### config.mk
export PLATFORM = sky130hd
export DESIGN_NAME = rotation_matrix_to_quaternion_core_flat
export DESIGN_NICKNAME = d
export VERILOG_FILES = /design/src/hdl/rmq_pkg.sv /design/src/hdl/rmq_in_if.sv /design/src/hdl/rmq_out_if.sv /design/src/hdl/rmq_front.sv /design/src/hdl/rmq_sqrt.sv /design/src/hdl/rmq_div.sv /design/src/hdl/rotation_matrix_to_quaternion_core.sv /design/src/flat_wrapper.sv
export SDC_FILE = /design/constraint.sdc
export NUM_CORES = 2
export LEC_CHECK = 0
export BUFFER_PORTS_ARGS = -buffer_cell sky130_fd_sc_hd__buf_2
export CAP_MARGIN = 20
export CORE_MARGIN = 2
export CORE_UTILIZATION = 60
export CTS_BUF_LIST = sky130_fd_sc_hd__clkbuf_2
export DETAILED_ROUTE_END_ITERATION = 8
export HOLD_SLACK_MARGIN = 0.08
export PLACE_DENSITY = 0.88
export SYNTH_ARGS = -nofsm -noshare
export SYNTH_HDL_FRONTEND = slang
export SYNTH_SLANG_ARGS = --single-unit
### constraint.sdc
create_clock -name clk -period 69.7 [get_ports clk]
set_input_delay 3.485 -clock clk [delete_from_list [all_inputs] [get_ports clk]]
set_output_delay 3.485 -clock clk [all_outputs]
set_load 0.05 [all_outputs]
### src/hdl/rmq_pkg.sv
`default_nettype none
package rmq_pkg;
    localparam int FRAC_BITS = 14;
    localparam int D_W       = 16;              // field width
    localparam int TR_W      = D_W + 2;         // sum of three elements
    localparam int ARG_W     = D_W + 1;         // root argument after clamp
    localparam int DIFF_W    = D_W + 1;         // difference or sum of two elements
    localparam int RAD_W     = 2 * D_W;         // radicand arg << FRAC_BITS
    localparam int S_W       = RAD_W / 2;       // root width
    localparam int SREM_W    = S_W + 3;         // root remainder plus two new bits
    localparam int Q_W       = D_W - 1;         // unsaturated quotient magnitude
    localparam int N_W       = DIFF_W + FRAC_BITS - 1;
    localparam int DREM_W    = S_W + 1;
    localparam int SQ_STAGES = 4;
    localparam int SQ_PER    = S_W / SQ_STAGES;
    localparam int DV_STAGES = 4;
    localparam int DV_PER    = (Q_W + DV_STAGES - 1) / DV_STAGES;
    localparam int LAT       = 1 + SQ_STAGES + 1 + DV_STAGES + 1;
    localparam int SIDE_LAT  = 1 + DV_STAGES;

    localparam logic [1:0] SLOT_X = 2'd0;
    localparam logic [1:0] SLOT_Y = 2'd1;
    localparam logic [1:0] SLOT_Z = 2'd2;
    localparam logic [1:0] SLOT_W = 2'd3;

    localparam logic signed [TR_W:0] ONE = (TR_W+1)'(1 << FRAC_BITS);

    typedef struct packed {
        logic signed [D_W-1:0] m00, m01, m02, m10, m11, m12, m20, m21, m22;
    } mat_t;

    typedef struct packed {
        logic signed [DIFF_W-1:0] d0;
        logic signed [DIFF_W-1:0] d1;
        logic signed [DIFF_W-1:0] d2;
        logic [1:0]               r;   // slot taking the half root
    } side_t;

    function automatic logic [1:0] succ(input logic [1:0] i);
        case (i)
            SLOT_X:  succ = SLOT_Y;
            SLOT_Y:  succ = SLOT_Z;
            default: succ = SLOT_X;
        endcase
    endfunction
endpackage
`default_nettype wire

### src/hdl/rmq_in_if.sv
`default_nettype none
interface rmq_in_if;
    logic valid;
    logic ready;
    logic signed [15:0] m00, m01, m02, m10, m11, m12, m20, m21, m22;
    modport source (output valid, m00, m01, m02, m10, m11, m12, m20, m21, m22,
                    input ready);
    modport sink (input valid, m00, m01, m02, m10, m11, m12, m20, m21, m22,
                  output ready);
endinterface
`default_nettype wire

### src/hdl/rmq_out_if.sv
`default_nettype none
interface rmq_out_if;
    logic valid;
    logic ready;
    logic signed [15:0] qx, qy, qz, qw;
    modport source (output valid, qx, qy, qz, qw, input ready);
    modport sink (input valid, qx, qy, qz, qw, output ready);
endinterface
`default_nettype wire

### src/hdl/rmq_front.sv
`default_nettype none
module rmq_front (
    input  wire logic           clk,
    input  wire logic           en,
    input  wire rmq_pkg::mat_t  mat,
    output logic [rmq_pkg::ARG_W-1:0] arg,
    output rmq_pkg::side_t      side
);
    logic signed [rmq_pkg::D_W-1:0]  g [3][3];
    logic signed [rmq_pkg::TR_W-1:0] tr;
    logic signed [rmq_pkg::TR_W:0]   sarg;
    logic [1:0] i, j, k;
    logic [rmq_pkg::ARG_W-1:0] arg_next, arg_reg;
    rmq_pkg::side_t side_next, side_reg;

    always_comb
    begin
        g[0][0] = mat.m00; g[0][1] = mat.m01; g[0][2] = mat.m02;
        g[1][0] = mat.m10; g[1][1] = mat.m11; g[1][2] = mat.m12;
        g[2][0] = mat.m20; g[2][1] = mat.m21; g[2][2] = mat.m22;
        tr = rmq_pkg::TR_W'(g[0][0]) + rmq_pkg::TR_W'(g[1][1]) + rmq_pkg::TR_W'(g[2][2]);
        i = rmq_pkg::SLOT_X;
        if (g[1][1] > g[0][0])
            i = rmq_pkg::SLOT_Y;
        if (g[2][2] > g[i][i])
            i = rmq_pkg::SLOT_Z;
        j = rmq_pkg::succ(i);
        k = rmq_pkg::succ(j);
        if (tr > 0)
        begin
            sarg = (rmq_pkg::TR_W+1)'(tr) + rmq_pkg::ONE;
            side_next.r  = rmq_pkg::SLOT_W;
            side_next.d0 = rmq_pkg::DIFF_W'(g[1][2]) - rmq_pkg::DIFF_W'(g[2][1]);
            side_next.d1 = rmq_pkg::DIFF_W'(g[2][0]) - rmq_pkg::DIFF_W'(g[0][2]);
            side_next.d2 = rmq_pkg::DIFF_W'(g[0][1]) - rmq_pkg::DIFF_W'(g[1][0]);
        end
        else
        begin
            sarg = (rmq_pkg::TR_W+1)'(g[i][i]) - (rmq_pkg::TR_W+1)'(g[j][j])
                 - (rmq_pkg::TR_W+1)'(g[k][k]) + rmq_pkg::ONE;
            side_next.r  = i;
            side_next.d0 = rmq_pkg::DIFF_W'(g[j][k]) - rmq_pkg::DIFF_W'(g[k][j]);
            side_next.d1 = rmq_pkg::DIFF_W'(g[i][j]) + rmq_pkg::DIFF_W'(g[j][i]);
            side_next.d2 = rmq_pkg::DIFF_W'(g[i][k]) + rmq_pkg::DIFF_W'(g[k][i]);
        end
        // negative argument clamps to zero
        arg_next = (sarg < 0) ? '0 : sarg[rmq_pkg::ARG_W-1:0];
    end

    always_ff @(posedge clk)
    begin
        if (en)
        begin
            arg_reg  <= arg_next;
            side_reg <= side_next;
        end
    end

    assign arg  = arg_reg;
    assign side = side_reg;
endmodule
`default_nettype wire

### src/hdl/rmq_sqrt.sv
`default_nettype none
module rmq_sqrt (
    input  wire logic                       clk,
    input  wire logic                       en,
    input  wire logic [rmq_pkg::ARG_W-1:0]  arg,
    input  wire rmq_pkg::side_t             side_in,
    output logic [rmq_pkg::S_W-1:0]         root,
    output rmq_pkg::side_t                  side_out
);
    localparam int NS = rmq_pkg::SQ_STAGES;

    logic [rmq_pkg::RAD_W-1:0]  v_reg    [NS];
    logic [rmq_pkg::S_W-1:0]    root_reg [NS];
    logic [rmq_pkg::SREM_W-1:0] rem_reg  [NS];
    rmq_pkg::side_t             side_reg [NS];
    logic [rmq_pkg::RAD_W-1:0]  v_next    [NS];
    logic [rmq_pkg::S_W-1:0]    root_next [NS];
    logic [rmq_pkg::SREM_W-1:0] rem_next  [NS];

    always_comb
    begin
        logic [rmq_pkg::RAD_W-1:0]  v;
        logic [rmq_pkg::S_W-1:0]    r;
        logic [rmq_pkg::SREM_W-1:0] rm;
        logic [rmq_pkg::SREM_W-1:0] trial;
        for (int st = 0; st < NS; st++)
        begin
            if (st == 0)
            begin
                v  = rmq_pkg::RAD_W'(arg) << rmq_pkg::FRAC_BITS;
                r  = '0;
                rm = '0;
            end
            else
            begin
                v  = v_reg[st-1];
                r  = root_reg[st-1];
                rm = rem_reg[st-1];
            end
            // one root bit per step, two radicand bits shifted in
            for (int n = 0; n < rmq_pkg::SQ_PER; n++)
            begin
                rm    = {rm[rmq_pkg::SREM_W-3:0], v[rmq_pkg::RAD_W-1 -: 2]};
                v     = v << 2;
                trial = {1'b0, r, 2'b01};
                if (rm >= trial)
                begin
                    rm = rm - trial;
                    r  = {r[rmq_pkg::S_W-2:0], 1'b1};
                end
                else
                    r  = {r[rmq_pkg::S_W-2:0], 1'b0};
            end
            v_next[st]    = v;
            root_next[st] = r;
            rem_next[st]  = rm;
        end
    end

    always_ff @(posedge clk)
    begin
        if (en)
        begin
            for (int st = 0; st < NS; st++)
            begin
                v_reg[st]    <= v_next[st];
                root_reg[st] <= root_next[st];
                rem_reg[st]  <= rem_next[st];
                side_reg[st] <= (st == 0) ? side_in : side_reg[st-1];
            end
        end
    end

    assign root     = root_reg[NS-1];
    assign side_out = side_reg[NS-1];
endmodule
`default_nettype wire

### src/hdl/rmq_div.sv
`default_nettype none
module rmq_div (
    input  wire logic                              clk,
    input  wire logic                              en,
    input  wire logic signed [rmq_pkg::DIFF_W-1:0] d,
    input  wire logic [rmq_pkg::S_W-1:0]           s,
    output logic signed [rmq_pkg::D_W-1:0]         q
);
    localparam int NS = rmq_pkg::DV_STAGES;

    typedef struct packed {
        logic                        neg;
        logic                        ovf;
        logic                        zero;
        logic [rmq_pkg::S_W-1:0]     s;
        logic [rmq_pkg::Q_W-1:0]     bits;
        logic [rmq_pkg::DREM_W-1:0]  rem;
        logic [rmq_pkg::Q_W-1:0]     quo;
    } dv_t;

    dv_t prep_next, prep_reg;
    dv_t st_next [NS];
    dv_t st_reg  [NS];

    always_comb
    begin
        logic [rmq_pkg::DIFF_W-1:0] mag;
        logic [rmq_pkg::N_W-1:0]    num;
        mag = d[rmq_pkg::DIFF_W-1] ? rmq_pkg::DIFF_W'(-d) : rmq_pkg::DIFF_W'(d);
        // rounding half of the divisor folded into the dividend
        num = {mag, {(rmq_pkg::FRAC_BITS-1){1'b0}}} + rmq_pkg::N_W'(s >> 1);
        prep_next.neg  = d[rmq_pkg::DIFF_W-1];
        prep_next.zero = (s == '0);
        prep_next.ovf  = ((rmq_pkg::N_W+1)'(num) >=
                          {s, {rmq_pkg::Q_W{1'b0}}});
        prep_next.s    = s;
        prep_next.bits = num[rmq_pkg::Q_W-1:0];
        prep_next.rem  = rmq_pkg::DREM_W'(num[rmq_pkg::N_W-1:rmq_pkg::Q_W]);
        prep_next.quo  = '0;
    end

    always_comb
    begin
        dv_t w;
        for (int st = 0; st < NS; st++)
        begin
            w = (st == 0) ? prep_reg : st_reg[st-1];
            for (int n = 0; n < rmq_pkg::DV_PER; n++)
            begin
                if (st * rmq_pkg::DV_PER + n < rmq_pkg::Q_W)
                begin
                    w.rem  = {w.rem[rmq_pkg::DREM_W-2:0], w.bits[rmq_pkg::Q_W-1]};
                    w.bits = w.bits << 1;
                    if (w.rem >= rmq_pkg::DREM_W'(w.s))
                    begin
                        w.rem = w.rem - rmq_pkg::DREM_W'(w.s);
                        w.quo = {w.quo[rmq_pkg::Q_W-2:0], 1'b1};
                    end
                    else
                        w.quo = {w.quo[rmq_pkg::Q_W-2:0], 1'b0};
                end
            end
            st_next[st] = w;
        end
    end

    always_ff @(posedge clk)
    begin
        if (en)
        begin
            prep_reg <= prep_next;
            for (int st = 0; st < NS; st++)
                st_reg[st] <= st_next[st];
        end
    end

    always_comb
    begin
        if (st_reg[NS-1].zero)
            q = '0;
        else if (st_reg[NS-1].ovf)
            q = st_reg[NS-1].neg ? {1'b1, {(rmq_pkg::D_W-1){1'b0}}}
                                 : {1'b0, {(rmq_pkg::D_W-1){1'b1}}};
        else if (st_reg[NS-1].neg)
            q = -$signed({1'b0, st_reg[NS-1].quo});
        else
            q = $signed({1'b0, st_reg[NS-1].quo});
    end
endmodule
`default_nettype wire

### src/hdl/rotation_matrix_to_quaternion_core.sv
`default_nettype none
// rotation matrix to quaternion, Q2.14 in and out
// in_ch carries one request per matrix: m00..m22, row-major, signed
// out_ch returns qx, qy, qz, qw, saturated to the 16-bit range
// a request is taken at a rising edge with valid and ready both high
// an accepted request reaches the output through one stage
// for trace and branch selection, four for the square root (four root bits
// each), one for divider setup, four for the three parallel dividers (four
// quotient bits per stage, three in the last) and one output register
// throughput is one matrix per cycle while the receiver does not stall; every stage is a register slice
// reset clears the stage valid bits only, no result is pending after it
// when the receiver holds ready low with a result waiting, the whole
// pipeline freezes and in_ch.ready drops; nothing is lost or repeated
module rotation_matrix_to_quaternion_core (
    input  wire logic  clk,
    input  wire logic  rst_n,
    rmq_in_if.sink     in_ch,
    rmq_out_if.source  out_ch
);
    logic en;
    logic [rmq_pkg::LAT-1:0] vld_reg, vld_next;
    rmq_pkg::mat_t mat;
    logic [rmq_pkg::ARG_W-1:0] arg;
    rmq_pkg::side_t side_f, side_s;
    logic [rmq_pkg::S_W-1:0] root;
    logic [rmq_pkg::S_W-1:0] hroot;
    logic [1:0]              r_reg  [rmq_pkg::SIDE_LAT];
    logic [rmq_pkg::S_W-1:0] hr_reg [rmq_pkg::SIDE_LAT];
    logic signed [rmq_pkg::D_W-1:0] dq0, dq1, dq2;
    logic signed [rmq_pkg::D_W-1:0] q_next [4];
    logic signed [rmq_pkg::D_W-1:0] q_reg  [4];

    assign en = !vld_reg[rmq_pkg::LAT-1] || out_ch.ready;
    assign in_ch.ready = en;

    assign mat = '{m00: in_ch.m00, m01: in_ch.m01, m02: in_ch.m02,
                   m10: in_ch.m10, m11: in_ch.m11, m12: in_ch.m12,
                   m20: in_ch.m20, m21: in_ch.m21, m22: in_ch.m22};

    rmq_front u_front (.clk(clk), .en(en), .mat(mat), .arg(arg), .side(side_f));

    rmq_sqrt u_sqrt (.clk(clk), .en(en), .arg(arg), .side_in(side_f),
                     .root(root), .side_out(side_s));

    rmq_div u_div0 (.clk(clk), .en(en), .d(side_s.d0), .s(root), .q(dq0));
    rmq_div u_div1 (.clk(clk), .en(en), .d(side_s.d1), .s(root), .q(dq1));
    rmq_div u_div2 (.clk(clk), .en(en), .d(side_s.d2), .s(root), .q(dq2));

    // half root rounds half up
    assign hroot = rmq_pkg::S_W'(({1'b0, root} + 1'b1) >> 1);

    assign vld_next = {vld_reg[rmq_pkg::LAT-2:0], in_ch.valid};

    always_ff @(posedge clk or negedge rst_n)
    begin
        if (!rst_n)
            vld_reg <= '0;
        else if (en)
            vld_reg <= vld_next;
    end

    always_ff @(posedge clk)
    begin
        if (en)
        begin
            for (int n = 0; n < rmq_pkg::SIDE_LAT; n++)
            begin
                r_reg[n]  <= (n == 0) ? side_s.r : r_reg[n-1];
                hr_reg[n] <= (n == 0) ? hroot    : hr_reg[n-1];
            end
            for (int t = 0; t < 4; t++)
                q_reg[t] <= q_next[t];
        end
    end

    // steer half root and quotients to their slots
    always_comb
    begin
        logic [1:0] rs;
        logic signed [rmq_pkg::D_W-1:0] hv;
        rs = r_reg[rmq_pkg::SIDE_LAT-1];
        hv = $signed(hr_reg[rmq_pkg::SIDE_LAT-1]);
        if (rs == rmq_pkg::SLOT_W)
        begin
            q_next[0] = dq0;
            q_next[1] = dq1;
            q_next[2] = dq2;
            q_next[3] = hv;
        end
        else
        begin
            q_next[3] = dq0;
            for (int t = 0; t < 3; t++)
            begin
                if (2'(t) == rs)
                    q_next[t] = hv;
                else if (2'(t) == rmq_pkg::succ(rs))
                    q_next[t] = dq1;
                else
                    q_next[t] = dq2;
            end
        end
    end

    assign out_ch.valid = vld_reg[rmq_pkg::LAT-1];
    assign out_ch.qx = q_reg[0];
    assign out_ch.qy = q_reg[1];
    assign out_ch.qz = q_reg[2];
    assign out_ch.qw = q_reg[3];

`ifndef NO_ASSERTIONS
    a_accept_enters: assert property (@(posedge clk) disable iff (!rst_n)
        (in_ch.valid && in_ch.ready) |=> vld_reg[0])
        else $error("accepted request did not enter the pipeline");
    a_stall_freezes: assert property (@(posedge clk) disable iff (!rst_n)
        !en |=> $stable(vld_reg))
        else $error("pipeline moved during a stall");
    a_ready_stall: assert property (@(posedge clk) disable iff (!rst_n)
        !in_ch.ready |-> (out_ch.valid && !out_ch.ready))
        else $error("ready low without a blocked result");
`endif
endmodule
`default_nettype wire

### src/flat_wrapper.sv
// flat-port wrapper written by rule: the top's interface ports become plain ports
module rotation_matrix_to_quaternion_core_flat 
  (clk, rst_n, in_ch_valid, in_ch_m00, in_ch_m01, in_ch_m02, in_ch_m10, in_ch_m11, in_ch_m12, in_ch_m20, in_ch_m21, in_ch_m22, in_ch_ready, out_ch_valid, out_ch_qx, out_ch_qy, out_ch_qz, out_ch_qw, out_ch_ready);
  rmq_in_if in_ch_i ();
  rmq_out_if out_ch_i ();
  input  wire logic clk;
  input  wire logic rst_n;
  input wire logic [$bits(in_ch_i.valid)-1:0] in_ch_valid;
  input wire logic [$bits(in_ch_i.m00)-1:0] in_ch_m00;
  input wire logic [$bits(in_ch_i.m01)-1:0] in_ch_m01;
  input wire logic [$bits(in_ch_i.m02)-1:0] in_ch_m02;
  input wire logic [$bits(in_ch_i.m10)-1:0] in_ch_m10;
  input wire logic [$bits(in_ch_i.m11)-1:0] in_ch_m11;
  input wire logic [$bits(in_ch_i.m12)-1:0] in_ch_m12;
  input wire logic [$bits(in_ch_i.m20)-1:0] in_ch_m20;
  input wire logic [$bits(in_ch_i.m21)-1:0] in_ch_m21;
  input wire logic [$bits(in_ch_i.m22)-1:0] in_ch_m22;
  output wire logic [$bits(in_ch_i.ready)-1:0] in_ch_ready;
  output wire logic [$bits(out_ch_i.valid)-1:0] out_ch_valid;
  output wire logic [$bits(out_ch_i.qx)-1:0] out_ch_qx;
  output wire logic [$bits(out_ch_i.qy)-1:0] out_ch_qy;
  output wire logic [$bits(out_ch_i.qz)-1:0] out_ch_qz;
  output wire logic [$bits(out_ch_i.qw)-1:0] out_ch_qw;
  input wire logic [$bits(out_ch_i.ready)-1:0] out_ch_ready;
  assign in_ch_i.valid = in_ch_valid;
  assign in_ch_i.m00 = in_ch_m00;
  assign in_ch_i.m01 = in_ch_m01;
  assign in_ch_i.m02 = in_ch_m02;
  assign in_ch_i.m10 = in_ch_m10;
  assign in_ch_i.m11 = in_ch_m11;
  assign in_ch_i.m12 = in_ch_m12;
  assign in_ch_i.m20 = in_ch_m20;
  assign in_ch_i.m21 = in_ch_m21;
  assign in_ch_i.m22 = in_ch_m22;
  assign in_ch_ready = in_ch_i.ready;
  assign out_ch_valid = out_ch_i.valid;
  assign out_ch_qx = out_ch_i.qx;
  assign out_ch_qy = out_ch_i.qy;
  assign out_ch_qz = out_ch_i.qz;
  assign out_ch_qw = out_ch_i.qw;
  assign out_ch_i.ready = out_ch_ready;
  rotation_matrix_to_quaternion_core u_core (.clk(clk), .rst_n(rst_n), .in_ch(in_ch_i), .out_ch(out_ch_i));
endmodule
---- Yosys cells after proc, flatten, opt, wreduce, memory -nomap -nowiden ----
Memories as Yosys holds them, arrays and structs flattened.
Cells that the tools add are included.
cells by class
  magnitude comparators ................... 72
  reductions and logical operators ........ 7
  equal/unequal tests ..................... 8
  mux-type cells .......................... 202
  add/subtract/negate cells ............... 83
  bitwise operators ....................... 4
operator list
  cell                      count
  $mux W16                  71
  $ge A17 B16 Y1            42
  $sub A16 B16 Y16          33
  $mux W17                  27
  $bmux W48 S2              4
  $mux W48                  8
  $bmux W16 S2              10
  $ge A19 B18 Y1            12
  $sub A17 B16 Y17          12
  $sub A17 B17 Y17          9
  $mux W19                  5
  $ge A30 B31 Y1            3
  $add A30 B15 Y30          3
  $sub A16 B16 Y17          5
  $mux W1                   64
  $mux W64                  1
  $sub A19 B18 Y19          3
  $mux W53                  1
  $add A16 B16 Y17          3
  $neg A17 Y17              3
  $ge A16 B16 Y1            3
  $neg A15 Y16              3
  $add A18 B16 Y19 const B  2
  $gt A16 B16 Y1            2
  25 further kinds          47
storage, ports and cells
  bits in writable memories ............... 1,358
  word-level logic and storage cells ...... 406
  output and inout port bits .............. 66
  memories ................................ 10
  bits in registers ....................... 194
memory list
  memory                  words  width  read ports  clocked after Yosys merged registers in  write ports  line                                      source
  u_core.u_div0.st_reg    4      63     4           0                                        4            rmq_div.sv:23                             dv_t st_reg [NS];
  u_core.u_div1.st_reg    4      63     4           0                                        4            rmq_div.sv:23
  u_core.u_div2.st_reg    4      63     4           0                                        4            rmq_div.sv:23
  u_core.u_sqrt.side_reg  4      53     4           0                                        4            rmq_sqrt.sv:15                            rmq_pkg::side_t side_reg [NS];
  u_core.u_sqrt.v_reg     4      24     3           0                                        4            rmq_sqrt.sv:12                            logic [rmq_pkg::RAD_W-1:0] v_reg [NS];
  u_core.hr_reg           5      16     5           0                                        5            rotation_matrix_to_quaternion_core.sv:28  logic [rmq_pkg::S_W-1:0] hr_reg [rmq_pkg::SIDE_LAT];
  +4 memories             -      -      -           -                                        -            -

---- Logic depth before layout (Yosys ltp) ----
  depth in word-level cells ............... 26
  gate-level depth with buffers ........... 68
  gate-level depth less buffers ........... 64

---- Cells and area by module ----
A second synthesis with hierarchy kept.
unflattened totals
  cell total of the unflattened synthesis .. 10,367
  area total of the unflattened synthesis .. 98,622.1 um^2
by module, submodules not included
  module                              times used  cells an instance  area an instance (um^2)
  rmq_div at u_core.u_div0 ...        2           2,214              20,114.3
  rmq_div at u_core.u_div1            1           2,247              20,717.4
  rmq_sqrt                            1           1,572              17,880.9
  rmq_front                           1           1,722              13,043.8
  rotation_matrix_to_quaternion_core  1           398                6,751.5

---- Worst setup path before layout ----
OpenSTA, ideal clock, no wires.
  path kind ............................... input to register
  from .................................... in out_ch_ready
  to ...................................... reg u_core.vld_reg[2] (netlist bit)
  stages .................................. 3
  arrival time ............................ 33.055 ns
  path buffers ............................ 1
  setup slack ............................. 36.459 ns
  path through ............................ nand2b_1 > buf_1 > mux2_2
between the ends
  cells in the longest elaborated chain, start to end .. 1
ends and longest elaborated chain
  element                 line                                      source
  start: declaration      flat_wrapper.sv:24                        input wire logic [$bits(out_ch_i.ready)-1:0] out_ch_ready;
  $logic_or A1 B1 Y1      rotation_matrix_to_quaternion_core.sv:33  assign en = !vld_reg[rmq_pkg::LAT-1] || out_ch.ready;
  via in_ch_ready         flat_wrapper.sv:18                        output wire logic [$bits(in_ch_i.ready)-1:0] in_ch_ready;
  end signal: assignment  rotation_matrix_to_quaternion_core.sv:59  vld_reg <= vld_next;
  end: declaration        rotation_matrix_to_quaternion_core.sv:21  logic [rmq_pkg::LAT-1:0] vld_reg, vld_next;
The timed path passes the listed nets, and every way through them passes these cells.
A chain may end at the register's enable or synchronous reset.

==> results.sh <==
export IMPL_synthCells=9721
export IMPL_io_buffer_count=213
export IMPL_overflow=0
export IMPL_tightest_slew_ps=1090
export IMPL_async_flop_share_pct=1.15
export IMPL_setup_viol=0
export IMPL_via_per_inst=6.31
export IMPL_critPathSlowestCell="a211o_1"
export IMPL_timing_max_transition_violations_final=0
export IMPL_drc_errors=0
export IMPL_grt_max_degree=189
export IMPL_synth_seq_cells=960
export IMPL_reg2reg_to="u_core.u_div1.st_reg[2][19]$_DFFE_PP_"
export IMPL_synth_commonest_cells="ha_1 (1061), edfxtp_1 (949), nor2_1 (907)"
export IMPL_dr_total_vias=77500
export IMPL_maxCapViolations=0
export IMPL_cp_start_kind="flip-flop"
export IMPL_synth_top_area_share_pct=31.6
export IMPL_hold_viol=0
export IMPL_drtIter0Drc=7035
export IMPL_clock_sinks=960
export IMPL_synth_fp_nets=11000
export IMPL_synth_cell_types=104
export IMPL_die_w_um=392
export IMPL_drt_pass1_iter_count=6
export IMPL_cts_tree="built"
export IMPL_fin_crit_sh_pct=23.4
export IMPL_min_path_cells=0
export IMPL_synth_cell_area_um2=90300
export IMPL_grt_pass1_wl_um=397000
export IMPL_htreeDepth=4
export IMPL_finClkSkew_ps=205
export IMPL_status="completed"
export IMPL_post_cts_resize_count=0
export IMPL_slew_headroom_pct=25.7
export IMPL_ys_warnings_count=0
export IMPL_holdCritStartpoint="u_core.u_sqrt.side_reg[1][0]$_DFFE_PP_"
export IMPL_clockBufferDepth=3
export IMPL_yosysMostFrequentCell="ha_1"
export IMPL_avgRoutedWirePerCell_um=20.9
export IMPL_ff2ff_setup_slack_ps=53420
export IMPL_wl_um=256000
export IMPL_path_class="flip-flop to flip-flop"
export IMPL_initial_core_util_pct=60.3
export IMPL_clock_latency_ps=1740
export IMPL_die_h_um=392
export IMPL_layout_nets=11400
export IMPL_r2r_cells=63
export IMPL_cts_inserted_buffers=235
export IMPL_num_rows=142
export IMPL_antenna_left=0
export IMPL_max_stage_delay_ps=580
export IMPL_largest_reg_flops=212
export IMPL_die_area_um2=154000
export IMPL_cp_max_fo=21
export IMPL_fmax_mhz=61.4
export IMPL_track_usage_pct=32.5
export IMPL_whs_ps=371
export IMPL_min_to="u_core.u_sqrt.side_reg[2][0]$_DFFE_PP_"
export IMPL_root_buffer="clkbuf_2"
export IMPL_tns_ps=0
export IMPL_antenna_found_initial=37
export IMPL_area_growth_pct=6.72
export IMPL_cp_num_buf_inv=5
export IMPL_synth_avg_cell_area_um2=9.29
export IMPL_postCtsHoldBufs=0
export IMPL_fin_crit_ps=16280
export IMPL_arrival_ps=17680
export IMPL_worstPathRequired_ps=71110
export IMPL_drive_gt1_share_pct=12.3
export IMPL_hp_class="flip-flop to flip-flop"
export IMPL_clk_pin_slew_ps=110
export IMPL_r2r_start="u_core.u_div1.st_reg[1][45]$_DFFE_PP_"
export IMPL_cp_common_cell="o21ai_0"
export IMPL_hpwl_um=195000
export IMPL_gp_congestion=1.01
export IMPL_ios=214
export IMPL_path_delay_family="compound AO/OA/AOI/OAI gates"
export IMPL_synth_top_area_cell="edfxtp_1"
export IMPL_synth_area_top_cells="edfxtp_1 (32%), ha_1 (15%), mux2_2 (6.2%)"
export IMPL_cts_setup_buffers=0
export IMPL_synthFlopType="edfxtp_1"
export IMPL_ys_seq_area_share_pct=31.9
export IMPL_grt_pass1_vias=75300
export IMPL_core_um2=150000
export IMPL_rsz0062_at_grt="false"
export IMPL_synth_edf_count=949
export IMPL_cp_end_kind="flip-flop"
-- worst max path at each step --
stage | start | endpoint | cells past startpoint
after floorplan | out_ch_ready | u_core.vld_reg[2]$_DFFE_PN0P_ | 3
after global placement | u_core.u_div0.st_reg[0][45]$_DFFE_PP_ | u_core.u_div0.st_reg[1][20]$_DFFE_PP_ | 62
after detailed placement | u_core.u_div1.st_reg[1][45]$_DFFE_PP_ | u_core.u_div1.st_reg[2][24]$_DFFE_PP_ | 63
final | u_core.u_div1.st_reg[1][45]$_DFFE_PP_ | u_core.u_div1.st_reg[2][19]$_DFFE_PP_ | 63
after global routing | u_core.u_div1.st_reg[1][45]$_DFFE_PP_ | u_core.u_div1.st_reg[2][26]$_DFFE_PP_ | 63
after CTS | u_core.u_div1.st_reg[1][45]$_DFFE_PP_ | u_core.u_div1.st_reg[2][28]$_DFFE_PP_ | 63
-- cell families after synthesis --
family / count (synthesis) / synth area share (%)
multiplexers: 787 / 9.44
adder cells (fa/ha/maj): 1149 / 16.7
AND/OR/NAND/NOR: 2651 / 14.0
XOR/XNOR: 683 / 6.63
flip-flops: 960 / 31.9
AO/OA/AOI/OAI: 2494 / 17.2
buffers and inverters: 997 / 4.21
-- cell usage in the layout (no fill, tap or decap), types with 70 or more instances in the layout --
cell type	instances
ha_1	1061
edfxtp_1	949
nor2_1	906
a21oi_1	782
inv_1	766
nand2_1	634
o21ai_0	633
mux2_2	495
xnor2_1	482
clkbuf_2	317
mux2i_1	287
buf_2	213
a21o_1	202
xor2_1	200
a21boi_0	189
nand4_1	188
nor2b_1	178
nor3_1	177
o21a_1	139
nand3_1	122
nand2b_1	93
buf_4	93
fa_1	88
nor4_1	73
o31ai_1	73
o21bai_1	70
-- metrics by stage --
step | worst slack [ps] | utilization (%) | cells | instance area (um2)
2_1_floorplan | 36460 | - | 9721 | 90300
3_3_place_gp | 54600 | 62.7 | 11800 | 93800
3_5_place_dp | 54150 | 62.7 | 11800 | 93800
4_1_cts | 53940 | 64.3 | 12200 | 96100
5_1_grt | 52210 | 64.4 | 12300 | 96300
6_report | 53420 | 64.4 | 12300 | 96300
-- per-layer routing --
| metal | share of wire, % | global-route usage (%) | vias up | routed length, um |
|---|---|---|---|---|
| li1 | - | - | 36500 | - |
| met1 | 40 | 40.8 | 36600 | 103000 |
| met2 | 46 | 53.0 | 3518 | 117000 |
| met3 | 8.5 | 6.21 | 878 | 21900 |
| met4 | 5.6 | 17.5 | 22 | 14400 |
| met5 | 0.051 | 0 | - | 130 |
-- layout make-up --
| type | count | area, um2 |
|---|---|---|
| timing repair buffer | 313 | 1920 |
| clock inverter | 96 | 787 |
| multi-input combinational | 7764 | 57800 |
| sequential | 960 | 28800 |
| clock buffer | 317 | 1590 |
| inverter | 779 | 2930 |
| antenna | 27 | 67.6 |
| tap | 2016 | 2520 |
| fill | 11900 | 53300 |
Power is not shown: default switching activity piles up to over one toggle a cycle in this logic, so the estimate is an artifact.
